<file path="src/sv/ialu_pkg.sv">
// Shared operation codes, item classes and queue status for the integer ALU.
package ialu_pkg;

  // Operation codes as carried on the operation port
  typedef enum logic [4:0] {
    OP_ADD = 5'd0,
    OP_SUB = 5'd1,
    OP_MUL = 5'd2,
    OP_DIV = 5'd3,
    OP_AND = 5'd4,
    OP_OR  = 5'd5,
    OP_XOR = 5'd6,
    OP_NOT = 5'd7,
    OP_SHL = 5'd8,
    OP_SAR = 5'd9,
    OP_ROL = 5'd10,
    OP_ROR = 5'd11,
    OP_EQ  = 5'd12,
    OP_GT  = 5'd13,
    OP_LT  = 5'd14,
    OP_GE  = 5'd15,
    OP_LE  = 5'd16
  } op_t;

  // Execution class chosen by the front end
  typedef enum logic [1:0] {
    CLS_SIMPLE = 2'd0,
    CLS_MUL    = 2'd1,
    CLS_DIV    = 2'd2
  } cls_t;

  localparam int QUEUE_DEPTH = 4;
  localparam int QPTR_W      = $clog2(QUEUE_DEPTH);
  localparam int QCNT_W      = $clog2(QUEUE_DEPTH + 1);

  // Queue occupancy seen by both ends
  typedef struct packed {
    logic              full;
    logic              empty;
    logic [QCNT_W-1:0] count;
  } q_status_t;

endpackage

</file>
<file path="src/sv/ialu_front.sv">
// Front end: takes input words, trims operands, reduces the shift and classifies.
module ialu_front #(
  parameter int WORD_BITS = 128,
  parameter int ENTRY_W   = 2 + 5 + 7 + 2 * WORD_BITS
) (
  input  logic                 in_valid,
  output logic                 in_ready,
  input  logic [4:0]           operation,
  input  logic [63:0]          a_high,
  input  logic [63:0]          a_low,
  input  logic [63:0]          b_high,
  input  logic [63:0]          b_low,
  input  logic [6:0]           shift_amount,
  input  ialu_pkg::q_status_t  q_status,
  output logic                 push,
  output logic [ENTRY_W-1:0]   entry
);
  import ialu_pkg::*;

  localparam logic [7:0] W8 = 8'(WORD_BITS);

  logic [127:0]         a_full;
  logic [127:0]         b_full;
  logic [WORD_BITS-1:0] a_w;
  logic [WORD_BITS-1:0] b_w;
  logic [7:0]           s_ext;
  logic [6:0]           s_mod;
  logic                 b_zero;
  cls_t                 cls;

  // Accept whenever the queue has room
  assign in_ready = !q_status.full;
  assign push     = in_valid && in_ready;

  // Keep the low word of each operand
  assign a_full = {a_high, a_low};
  assign b_full = {b_high, b_low};
  assign a_w    = a_full[WORD_BITS-1:0];
  assign b_w    = b_full[WORD_BITS-1:0];

  // Reduce the shift count into the word; one subtract suffices
  assign s_ext = {1'b0, shift_amount};
  assign s_mod = 7'((s_ext >= W8) ? (s_ext - W8) : s_ext);

  // Route long operations to their units; a zero divisor finishes at once
  assign b_zero = (b_w == '0);
  always_comb begin
    if (operation == OP_MUL) begin
      cls = CLS_MUL;
    end else if (operation == OP_DIV && !b_zero) begin
      cls = CLS_DIV;
    end else begin
      cls = CLS_SIMPLE;
    end
  end

  assign entry = {cls, operation, s_mod, a_w, b_w};

endmodule

</file>
<file path="config.mk">
export PLATFORM = sky130hd
export DESIGN_NAME = ialu_front
export DESIGN_NICKNAME = d
export VERILOG_FILES = /design/src/sv/ialu_pkg.sv /design/src/sv/ialu_front.sv
export SDC_FILE = /design/constraint.sdc
export NUM_CORES = 1
export LEC_CHECK = 0
export BUFFER_PORTS_ARGS = -buffer_cell sky130_fd_sc_hd__buf_2
export CORE_AREA = 2 2 211 213
export DETAILED_ROUTE_END_ITERATION = 8
export DIE_AREA = 0 0 213 215
export PLACE_DENSITY_LB_ADDON = 0.3
export SETUP_SLACK_MARGIN = 0.05
export SLEW_MARGIN = 20
export SYNTH_ARGS = -nofsm -noshare
export SYNTH_HDL_FRONTEND = slang
export SYNTH_SLANG_ARGS = --single-unit
</file>
<file path="constraint.sdc">
create_clock -name vclk -period 2.9
set_clock_uncertainty 0.1 [all_clocks]
set_input_delay 0.435 -clock vclk [all_inputs]
set_output_delay 0.435 -clock vclk [all_outputs]
set_load 0.1 [all_outputs]
</file>
==> qor.csv <==
stage,metric,value,unit
global_route,first-pass GRT wire length,12300,microns
worst_setup_path,CP arrival,2.01,ns
worst_setup_path,CP Class,input port to primary output,
power_and_ir_drop,P_leak,0.00114,uW
sta,Fin Setup TNS,0,ns
detailed_routing,DRC,0,
die,die area,45800,sq um
placement,placed cell area,2450,sq um
die,Initial Utilization,5.30,%
logic_synthesis,Mean Syn Cell Area,7.30,sq um
detailed_routing,drt pass-1 iters,4,
sta,post-route setup slack,0.355,ns
finish,clock buffers,0,
placement,dpl cells,919,
global_route,pin count of the biggest net entering global routing,4,
placement,Placer Congestion,0.667,
global_route,Total GRT Usage,3.81,%
sta,Hold Fails Final Rpt,0,
sta,final critical-path required period,2.54,ns
finish,design area,2450,sq um
detailed_routing,Final ANT Viol Nets,0,
sta,fin. max-slew vios,0,
logic_synthesis,Post-Syn Area,2310,sq um
sta,Tightest Pin Transition,0.564,ns
power_and_ir_drop,peak supply drop,0.110,mV
sta,relative slew slack,62.1,%
sta,Fmax,0.393,GHz
logic_synthesis,"Distinct cells, synth",11,
placement,DP HPWL,9490,microns
sta,Final period util,87.7,%
finish,fin util,5.61,%
die,die height,215,microns
worst_setup_path,worst-path cell chain,buf_2 -> nor4_1 -> buf_4 -> nand4_1 -> nor4_1 -> buf_4 -> a21oi_1 -> buf_2,
detailed_routing,vias,1911,
worst_setup_path,delay of the slowest critical-path stage,0.36,ns
placement,port bufs,272,
finish,Seq cells,0,
cts,post-CTS sizing,0,
detailed_routing,Iter 0 DRT Violations,78,
logic_synthesis,net count of the mapped netlist,591,
die,I/O pin count,546,
die,total core area,43600,sq um
logic_synthesis,cell type with the largest total area after synthesis,buf_4,
power_and_ir_drop,pwr dens,396,nW/um^2
finish,Antenna Cells,0,
worst_setup_path,CP Capture Type,primary output,
global_route,GRT overflow,0,
finish,Area growth syn-to-layout,5.84,%
logic_synthesis,Mapped Cells,317,
sta,RSZ-0062 raised after global routing,false,
worst_setup_path,slowest CP cell,nor4_1,
logic_synthesis,area share of the largest cell type after synthesis,87.0,%
sta,Finish-stage setup viols,0,
global_route,vias in the first global route,1710,
finish,Seq. cell area,0,sq um
worst_setup_path,Buf/Inv on CP,4,
logic_synthesis,sequential-to-total area share from yosys stat,0,%
run_status,status,completed,
logic_synthesis,total number of yosys warnings,0,
detailed_routing,Vias/cell,2.08,
worst_setup_path,Crit path required time,2.37,ns
die,die span in x,213,microns
detailed_routing,routed len/inst,11.4,microns
placement,Post-Place Setup Slack,0.292,ns
finish,Finished Layout Cells,919,
flow_run,MaxCap Viol Count,0,
logic_synthesis,"count leader, synth",buf_4,
logic_synthesis,most frequent cells after synthesis,"268 x buf_4, 33 x nor4_1, 8 x nand4_1",
finish,proportion of layout cells with a drive suffix above 1,85.3,%
min_path,Hold Crit Class,input port to primary output,
global_route,initial antenna violation count,0,
finish,# nets final,603,
logic_synthesis,ranking of synthesized cells by area,"buf_4 87%, nor4_1 8.9%, nand4_1 2.2%",
cts,setup bufs post-CTS,0,
worst_setup_path,worst-path fanout max,2,
cts,# hold bufs at CTS,0,
worst_setup_path,startpoint types,input port,
die,# rows,77,
detailed_routing,Routed WL,10500,microns
worst_setup_path,Worst path top cell family by delay,buffers and inverters,
[logic make-up after synthesis]
kind of cell	Yosys count	share of synthesized area, %
compound gates	1	0.216
buf+inv	269	87.1
simple gates	47	12.7
[final cells by class]
type	instances	area (sq um)
inverter	1	3.75
multi-input combinational	48	298
tap	592	741
timing repair buffer	278	1410
fill	5209	41200
[path summary, 6_finish.rpt]
kind	to	slack, ns	depth (start not counted)	startpoint
setup / recovery	entry[269]	0.36	8	b_high[7]
hold / removal	entry[128]	0.77	0	a_low[0]
[per-stage QoR]
| stage | hold WS (ns) | total power (uW) |
|---|---|---|
| after floorplan | 0.982 | 1770 |
| after global placement | 0.771 | 971 |
| after detailed placement | 0.771 | 969 |
| after CTS | 0.771 | 970 |
| after global routing | 0.770 | 993 |
| final | 0.770 | 970 |
[layer usage]
metal  GRT usage [%]  share of wire, %  vias up
met3            1.99                17       86
met5            1.08              0.61        -
met1            3.15                29      766
li1                -                 -      799
met4            3.68               9.7        2
met2            6.32                43      258
[cells in the final DEF (no fill, tap or decap)]
cell type	synthesis	layout
buf_2	0	272
nor4_1	33	33
nand4_1	8	8
buf_4	268	6
inv_1	1	1
nor3_1	1	1
nand2_1	1	1
nor2_1	1	1
nor4_2	1	1
nand3_1	1	1
a21oi_1	1	1
nor2b_1	1	1
[where the power goes]
part           switching [uW]  internal, uW  total, uW
clock network               0             0          0
registers                   0             0          0
logic                     833           137        970
No activity file was read; power rests on OpenSTA's default activity.
