File: config.mk
export PLATFORM = sky130hd
export DESIGN_NAME = ialu_queue
export DESIGN_NICKNAME = d
export VERILOG_FILES = /design/src/sv/ialu_pkg.sv /design/src/sv/ialu_queue.sv
export SDC_FILE = /design/constraint.sdc
export NUM_CORES = 1
export LEC_CHECK = 0
export ABC_AREA = 1
export BUFFER_PORTS_ARGS = -buffer_cell sky130_fd_sc_hd__buf_2
export CAP_MARGIN = 20
export CORE_UTILIZATION = 56
export CTS_CLUSTER_DIAMETER = 200
export DETAILED_ROUTE_END_ITERATION = 8
export PLACE_DENSITY = 0.84
export SLEW_MARGIN = 0
export SYNTH_ARGS = -nofsm -noshare
export SYNTH_HDL_FRONTEND = slang
export SYNTH_SLANG_ARGS = --single-unit
File: constraint.sdc
create_clock -name clk -period 1.95 [get_ports clk]
set_input_delay 0 -clock clk [delete_from_list [all_inputs] [get_ports clk]]
set_output_delay 0 -clock clk [all_outputs]
set_load 0.05 [all_outputs]
File: src/sv/ialu_pkg.sv
// Shared operation codes, item classes and queue status for the integer ALU.
package ialu_pkg;

  // Operation codes as carried on the operation port
  typedef enum logic [4:0] {
    OP_ADD = 5'd0,
    OP_SUB = 5'd1,
    OP_MUL = 5'd2,
    OP_DIV = 5'd3,
    OP_AND = 5'd4,
    OP_OR  = 5'd5,
    OP_XOR = 5'd6,
    OP_NOT = 5'd7,
    OP_SHL = 5'd8,
    OP_SAR = 5'd9,
    OP_ROL = 5'd10,
    OP_ROR = 5'd11,
    OP_EQ  = 5'd12,
    OP_GT  = 5'd13,
    OP_LT  = 5'd14,
    OP_GE  = 5'd15,
    OP_LE  = 5'd16
  } op_t;

  // Execution class chosen by the front end
  typedef enum logic [1:0] {
    CLS_SIMPLE = 2'd0,
    CLS_MUL    = 2'd1,
    CLS_DIV    = 2'd2
  } cls_t;

  localparam int QUEUE_DEPTH = 4;
  localparam int QPTR_W      = $clog2(QUEUE_DEPTH);
  localparam int QCNT_W      = $clog2(QUEUE_DEPTH + 1);

  // Queue occupancy seen by both ends
  typedef struct packed {
    logic              full;
    logic              empty;
    logic [QCNT_W-1:0] count;
  } q_status_t;

endpackage

File: src/sv/ialu_queue.sv
// Short queue between the front and back ends.
module ialu_queue #(
  parameter int DATA_W = 8
) (
  input  logic                clk,
  input  logic                rst,
  input  logic                push,
  input  logic [DATA_W-1:0]   push_data,
  input  logic                pop,
  output logic [DATA_W-1:0]   head,
  output ialu_pkg::q_status_t status
);
  import ialu_pkg::*;

  logic [DATA_W-1:0] mem [QUEUE_DEPTH];
  logic [QPTR_W-1:0] wr_ptr;
  logic [QPTR_W-1:0] rd_ptr;
  logic [QCNT_W-1:0] count;

  // Store pushed words
  always_ff @(posedge clk) begin
    if (push) begin
      mem[wr_ptr] <= push_data;
    end
  end

  // Advance pointers and occupancy
  always_ff @(posedge clk) begin
    if (rst) begin
      wr_ptr <= '0;
      rd_ptr <= '0;
      count  <= '0;
    end else begin
      if (push) begin
        wr_ptr <= wr_ptr + 1'b1;
      end
      if (pop) begin
        rd_ptr <= rd_ptr + 1'b1;
      end
      if (push && !pop) begin
        count <= count + 1'b1;
      end else if (pop && !push) begin
        count <= count - 1'b1;
      end
    end
  end

  assign head         = mem[rd_ptr];
  assign status.count = count;
  assign status.empty = (count == '0);
  assign status.full  = (count == QCNT_W'(QUEUE_DEPTH));

endmodule

==> flow_summary.toml, run 1 <==
[clock_network]
cts_setup_buffers = 0
clk_latency_ns = 0.34
cts_tree = "built"
cts_buffer_depth = 2
clk_pin_slew_ns = 0.11
htree_levels = 2
cts.sinks = 41
numCtsBuffers = 5
root_buffer = "clkbuf_4"

[sta]
setup_violations = 0
tightest_slew_ns = 0.380
relSlewSlack_pct = 74.7
whs_ns = 0.349
min_period_ns = 1.62
fin_crit_sh_pct = 83.1
fin_skew_ns = 0.0127
setup_tns_ns = 0
finalHoldViolCount = 0
grt_setup_unrepaired = "no"
timing.fmax_mhz = 617
timing.final.max_slew_violations = 0

[critical_path]
crit_path_max_incr_delay_ns = 0.52
cp_slowest_cell = "dfxtp_2"
required_ns = 1.95
cp_data_arrival_time_ns = 1.62
startpoint_type = "register"
path_max_fanout = 17
worstReg2RegStart = "count[0]$_SDFFE_PP0P_"
worstSetupPathType = "register to output pin"
crit_chain = "inv_2 > o21ai_0 > o22ai_1 > buf_2"
end_kind = "output pin"

[die]
die-area_um2 = 3150
initial_core_util_pct = 59.4
num_io_pins = 25
die_x_um = 56.1
core_area_um2 = 2760
die-height_um = 56.1
num_rows = 19

[power_and_ir_drop]
irDropWorstVdd_mv = 0.683
p_int_mw = 1.27
power_density_nw_per_um2 = 928
seqPwrFrac_pct = 56.7
p_switching_mw = 0.540
p_clk_share_pct = 23.5
p_comb_share_pct = 19.7
switching_share_pct = 29.9
p_leak_nw = 0.800

[yosys]
synth_seq_cells = 41
synth_warnings = 0
syn_area_um2 = 1640
ys_seq_area_share_pct = 69.6
ys_types = 19
syn_nets = 152
syn_area_per_cell_um2 = 12.2
syn_inst = 134

[grt]
antenna_found_initial = 0
grt_usage_pct = 20.0
grt_pass1_vias = 1118
grt-ovfl-total = 0
grt_max_degree = 18
grt_first_pass_wirelength_um = 4710

[placement]
dpl.hpwl_um = 2010
place_congestion = 0.778
io_buffers = 24

[final_layout]
mostFrequentLayoutCell = "edfxtp_1"
final_util_pct = 70.6
antenna_cells = 0
final_cell_mix = "edfxtp_1, buf_2, nor2_1, o21ai_0, inv_1"
drive_gt1_share_pct = 20.6
areaGrowthSynthToFinish_pct = 18.7
fin_nets = 192

[run_status]
status = "complete, no violations"

[routing]
vias_per_cell = 5.39
drt_pre_antenna_iters = 4
ant_nets = 0
drt-initial-drc-count = 40
routedWlPerCell_um = 13.8
route.detailed.drc = 0
postRouteWirelength_um = 2840
num_vias = 1111

[worst_hold_path]
hp-start = "rst"
worstHoldPathType = "primary input to register"

[job]
drv_cap = 0
## synthesized netlist by cell type, drive strengths merged
cell	n	share of area, %
edfxtp	32	59
nor2	22	5.3
o21ai	21	6.9
inv	17	3.9
dfxtp	9	11
nand2	9	2.1
o22ai	8	3.1
ha	5	3.8
a21oi	3	0.92
buf	2	1.4
nor3	2	0.61
fa	1	1.2
nand3	1	0.31
nand4	1	0.38
xor2	1	0.53
## kinds of logic (layout without fill, tap and decap cells)
kind of cell	after synthesis	in the layout	share of synthesized area [%]
xor gates and xnor gates	1	1	0.534
AOI/OAI and AO/OA	32	32	10.8
and+or+nand+nor	35	35	8.70
buffers and inverters	19	60	5.27
adders and majority gates	6	6	5.04
DFF	41	41	69.6
## state kept, by name, indices dropped and copies added, names as in the netlist, named ones only
name and cells:
count 3, mem 32, rd_ptr 2, wr_ptr 2
## path summary, 6_finish.rpt
| check | cells past startpoint | slack (ns) | to |
|---|---|---|---|
| hold / removal | 3 | 0.35 | count[0]$_SDFFE_PP0P_ |
| setup / recovery | 4 | 0.33 | head[1] |
| setup reg to reg | 7 | 0.64 | count[2]$_SDFFE_PP0P_ |
| hold reg to reg | 1 | 0.48 | rd_ptr[1]$_SDFFE_PP0P_ |
## repair_timing
action | 4_1_cts | 5_1_grt
endpoints found under the setup margin | 0 | 3
resized for setup | 0 | 1
endpoints found under the hold margin | 38 | 0
hold buffers | 11 | 0
## final cells by class
type	instances	area (um2)
clock buffers	8	58.8
fillers	194	812
inverters	17	63.8
multi-input cells	74	412
flip-flops and latches	41	1140
well taps	31	38.8
repair buffers	35	230
## power by group through the flow
stage                     clock network [mW]  logic [mW]  registers [mW]
after CTS                              0.432       0.358            1.02
final                                  0.425       0.356            1.02
after global routing                   0.464       0.383            1.03
after global placement                     0       0.325            1.04
after detailed placement                   0       0.341            1.04
after floorplan                            0       0.229            1.07
## worst max-delay path, delay by kind of cell, from the launching register on
kind            cells  cell delay, ns
compound gates      2            0.35
buf+inv             2            0.42
flops               1            0.52
## stage by stage
stage / setup WS [ns] / total power [mW] / area, um2 / instances
floorplan: 0.134 / 1.30 / 1640 / 134
global placement: 0.602 / 1.37 / 1780 / 187
detailed placement: 0.467 / 1.39 / 1780 / 187
CTS: 0.0835 / 1.81 / 1940 / 206
global route: 0.212 / 1.88 / 1950 / 206
finish: 0.330 / 1.81 / 1950 / 206
## routing by layer
layer  up-vias  part of all wire [%]  global-route usage [%]
li1        547                     -                       -
met1       524                    41                    23.0
met2        32                    53                    35.4
met3         8                   4.3                    5.58
met4         0                   1.8                    7.67
met5         -                     0                       0
No activity file was read; power rests on OpenSTA's default activity.
==> run 2, diff against run 1 <==
--- a/config.mk
+++ b/config.mk
@@ -8,10 +8,10 @@
 export ABC_AREA = 1
 export BUFFER_PORTS_ARGS = -buffer_cell sky130_fd_sc_hd__buf_2
 export CAP_MARGIN = 20
-export CORE_UTILIZATION = 56
+export CORE_UTILIZATION = 55
 export CTS_CLUSTER_DIAMETER = 200
 export DETAILED_ROUTE_END_ITERATION = 8
-export PLACE_DENSITY = 0.84
+export PLACE_DENSITY = 0.83
 export SLEW_MARGIN = 0
 export SYNTH_ARGS = -nofsm -noshare
 export SYNTH_HDL_FRONTEND = slang
==> constraint.sdc (replaced) <==
create_clock -name clk -period 1.6 [get_ports clk]
set_input_delay 0 -clock clk [delete_from_list [all_inputs] [get_ports clk]]
set_output_delay 0 -clock clk [all_outputs]
set_load 0.05 [all_outputs]
==> flow_summary.toml, run 2 (same netlist as run 1, synthesis figures left out) <==
[routing]
postRouteWirelength_um = 2990
drt-initial-drc-count = 34
ant_nets = 0
routedWlPerCell_um = 14.4
drt_pre_antenna_iters = 4
num_vias = 1093
route.detailed.drc = 0
vias_per_cell = 5.28

[final_layout]
drive_gt1_share_pct = 24.4
regMostFlops = "mem"
fin_nets = 193
mostFrequentLayoutCell = "edfxtp_1"
antenna_cells = 0
largest_reg_flops = 32
nFillCells = 180
final_cell_mix = "edfxtp_1, buf_2, nor2_1, o21ai_0, inv_1"
multi_input_area_um2 = 422
instances_no_fill = 207
reg_top3 = "mem: 32 flops, count: 3 flops"
seq_area_um2 = 1150
fin_area_um2 = 2020
areaGrowthSynthToFinish_pct = 23.4

[grt]
grt-ovfl-total = 0
grt_max_degree = 17
grt_pass1_vias = 1077
grt_usage_pct = 20.9
grt_first_pass_wirelength_um = 4790
antenna_found_initial = 0

[critical_path]
crit_buf_inv = 2
startpoint_type = "register"
r2r_cells = 4
cp_top_family = "buffers and inverters"
worstSetupPathType = "register to output pin"
cp_data_arrival_time_ns = 1.48
path_max_fanout = 10
crit_chain = "buf_4 > o21ai_0 > o22ai_1 > buf_2"
crit_path_max_incr_delay_ns = 0.43
rrSetupSlack_ns = 0.28
required_ns = 1.60
cp.depth = 4
end_kind = "output pin"
cp_slowest_cell = "dfxtp_4"

[run_status]
status = "complete, no violations"

[clock_network]
htree_levels = 2
clk_pin_slew_ns = 0.12
cts.sinks = 41
clk_latency_ns = 0.35
cts_buffer_depth = 2
root_buffer = "clkbuf_4"
numCtsBuffers = 5
cts_tree = "built"
cts_setup_buffers = 0

[die]
initial_core_util_pct = 58.9
num_io_pins = 25
die-area_um2 = 3200
die-height_um = 56.6
die_x_um = 56.6
core_area_um2 = 2780
num_rows = 19

[placement]
post-place-ws_ns = 0.314
dpl.hpwl_um = 1920
placed_cells = 188
place_congestion = 0.773
io_buffers = 24
post_dp_cell_area_um2 = 1790

[sta]
tightest_slew_ns = 0.394
timing.final.max_slew_violations = 0
relSlewSlack_pct = 73.7
timing.fmax_mhz = 677
fin_skew_ns = 0.0153
layout_setup_ws_ns = 0.124
whs_ns = 0.339
grt_setup_unrepaired = "no"
setup_violations = 0
fin_crit_sh_pct = 92.3
min_period_ns = 1.48
setup_tns_ns = 0
finalHoldViolCount = 0

[worst_hold_path]
whs_path_depth = 3
worstHoldPathType = "primary input to register"

[power_and_ir_drop]
p_leak_nw = 0.836
irDropWorstVdd_mv = 1.19
power_density_nw_per_um2 = 1240

[job]
drv_cap = 0
[run 2: changes by cell type in the layout (fill, tap and decap cells not counted), moves of 2 or more]
| cell | change |
|---|---|
| inv_4 | +2 |
| buf_2 | -3 |
| buf_4 | +2 |
| bufinv_16 | +2 |
| clkbuf_1 | -2 |
| nor3_1 | -2 |
| nor3_2 | +2 |
| clkbuf_4 | +2 |
[run 2: area by class of cell]
cell class	instances	area share [%]
timing repair buffer	36	12.1
tap	31	1.92
multi-input combinational	74	20.8
inverter	17	3.40
clock inverter	3	3.22
clock buffer	5	1.86
sequential	41	56.6
[run 2: final timing paths]
| check | start | endpoint |
|---|---|---|
| min | rst | count[0]$_SDFFE_PP0P_ |
| max | register | head[6] |
| min reg2reg | rd_ptr[1]$_SDFFE_PP0P_ | register |
| max reg2reg | wr_ptr[1]$_SDFFE_PP0P_ | mem[1][3]$_DFFE_PP_ |
[run 2: metal layers]
layer,vias up,part of all wire [%],track usage [%]
li1,552,-,-
met1,508,42,24.4
met4,0,1.5,11.1
met2,28,53,34.8
met3,5,4.2,5.76
met5,-,0,0
[run 2: through the flow]
step / power, mW / utilization (%)
2_1_floorplan: 1.59 / -
3_3_place_gp: 1.68 / 64.5
3_5_place_dp: 1.69 / 64.5
4_1_cts: 2.51 / 72.2
5_1_grt: 2.60 / 72.7
6_report: 2.51 / 72.7
[run 2: power by group]
part	leakage (nW)	internal [mW]	switching [mW]
Combinational	0.411	0.129	0.322
Sequential	0.370	1.21	0.0424
Clock	0.0552	0.484	0.322
Total	0.836	1.82	0.687
[run 2: repair_timing]
| action | CTS | global route |
|---|---|---|
| hold buffers | 11 | 0 |
| setup endpoints to repair | 6 | 4 |
| gates resized for setup | 3 | 7 |
| cloned | 0 | 0 |
| hold endpoints to repair | 38 | 0 |
[run 2: worst reg2reg max path, stage by stage, from the launching register on]
cell     delay, ns
dfxtp_1       0.35
inv_1         0.11
ha_1          0.17
nand2_1       0.06
inv_1         0.29
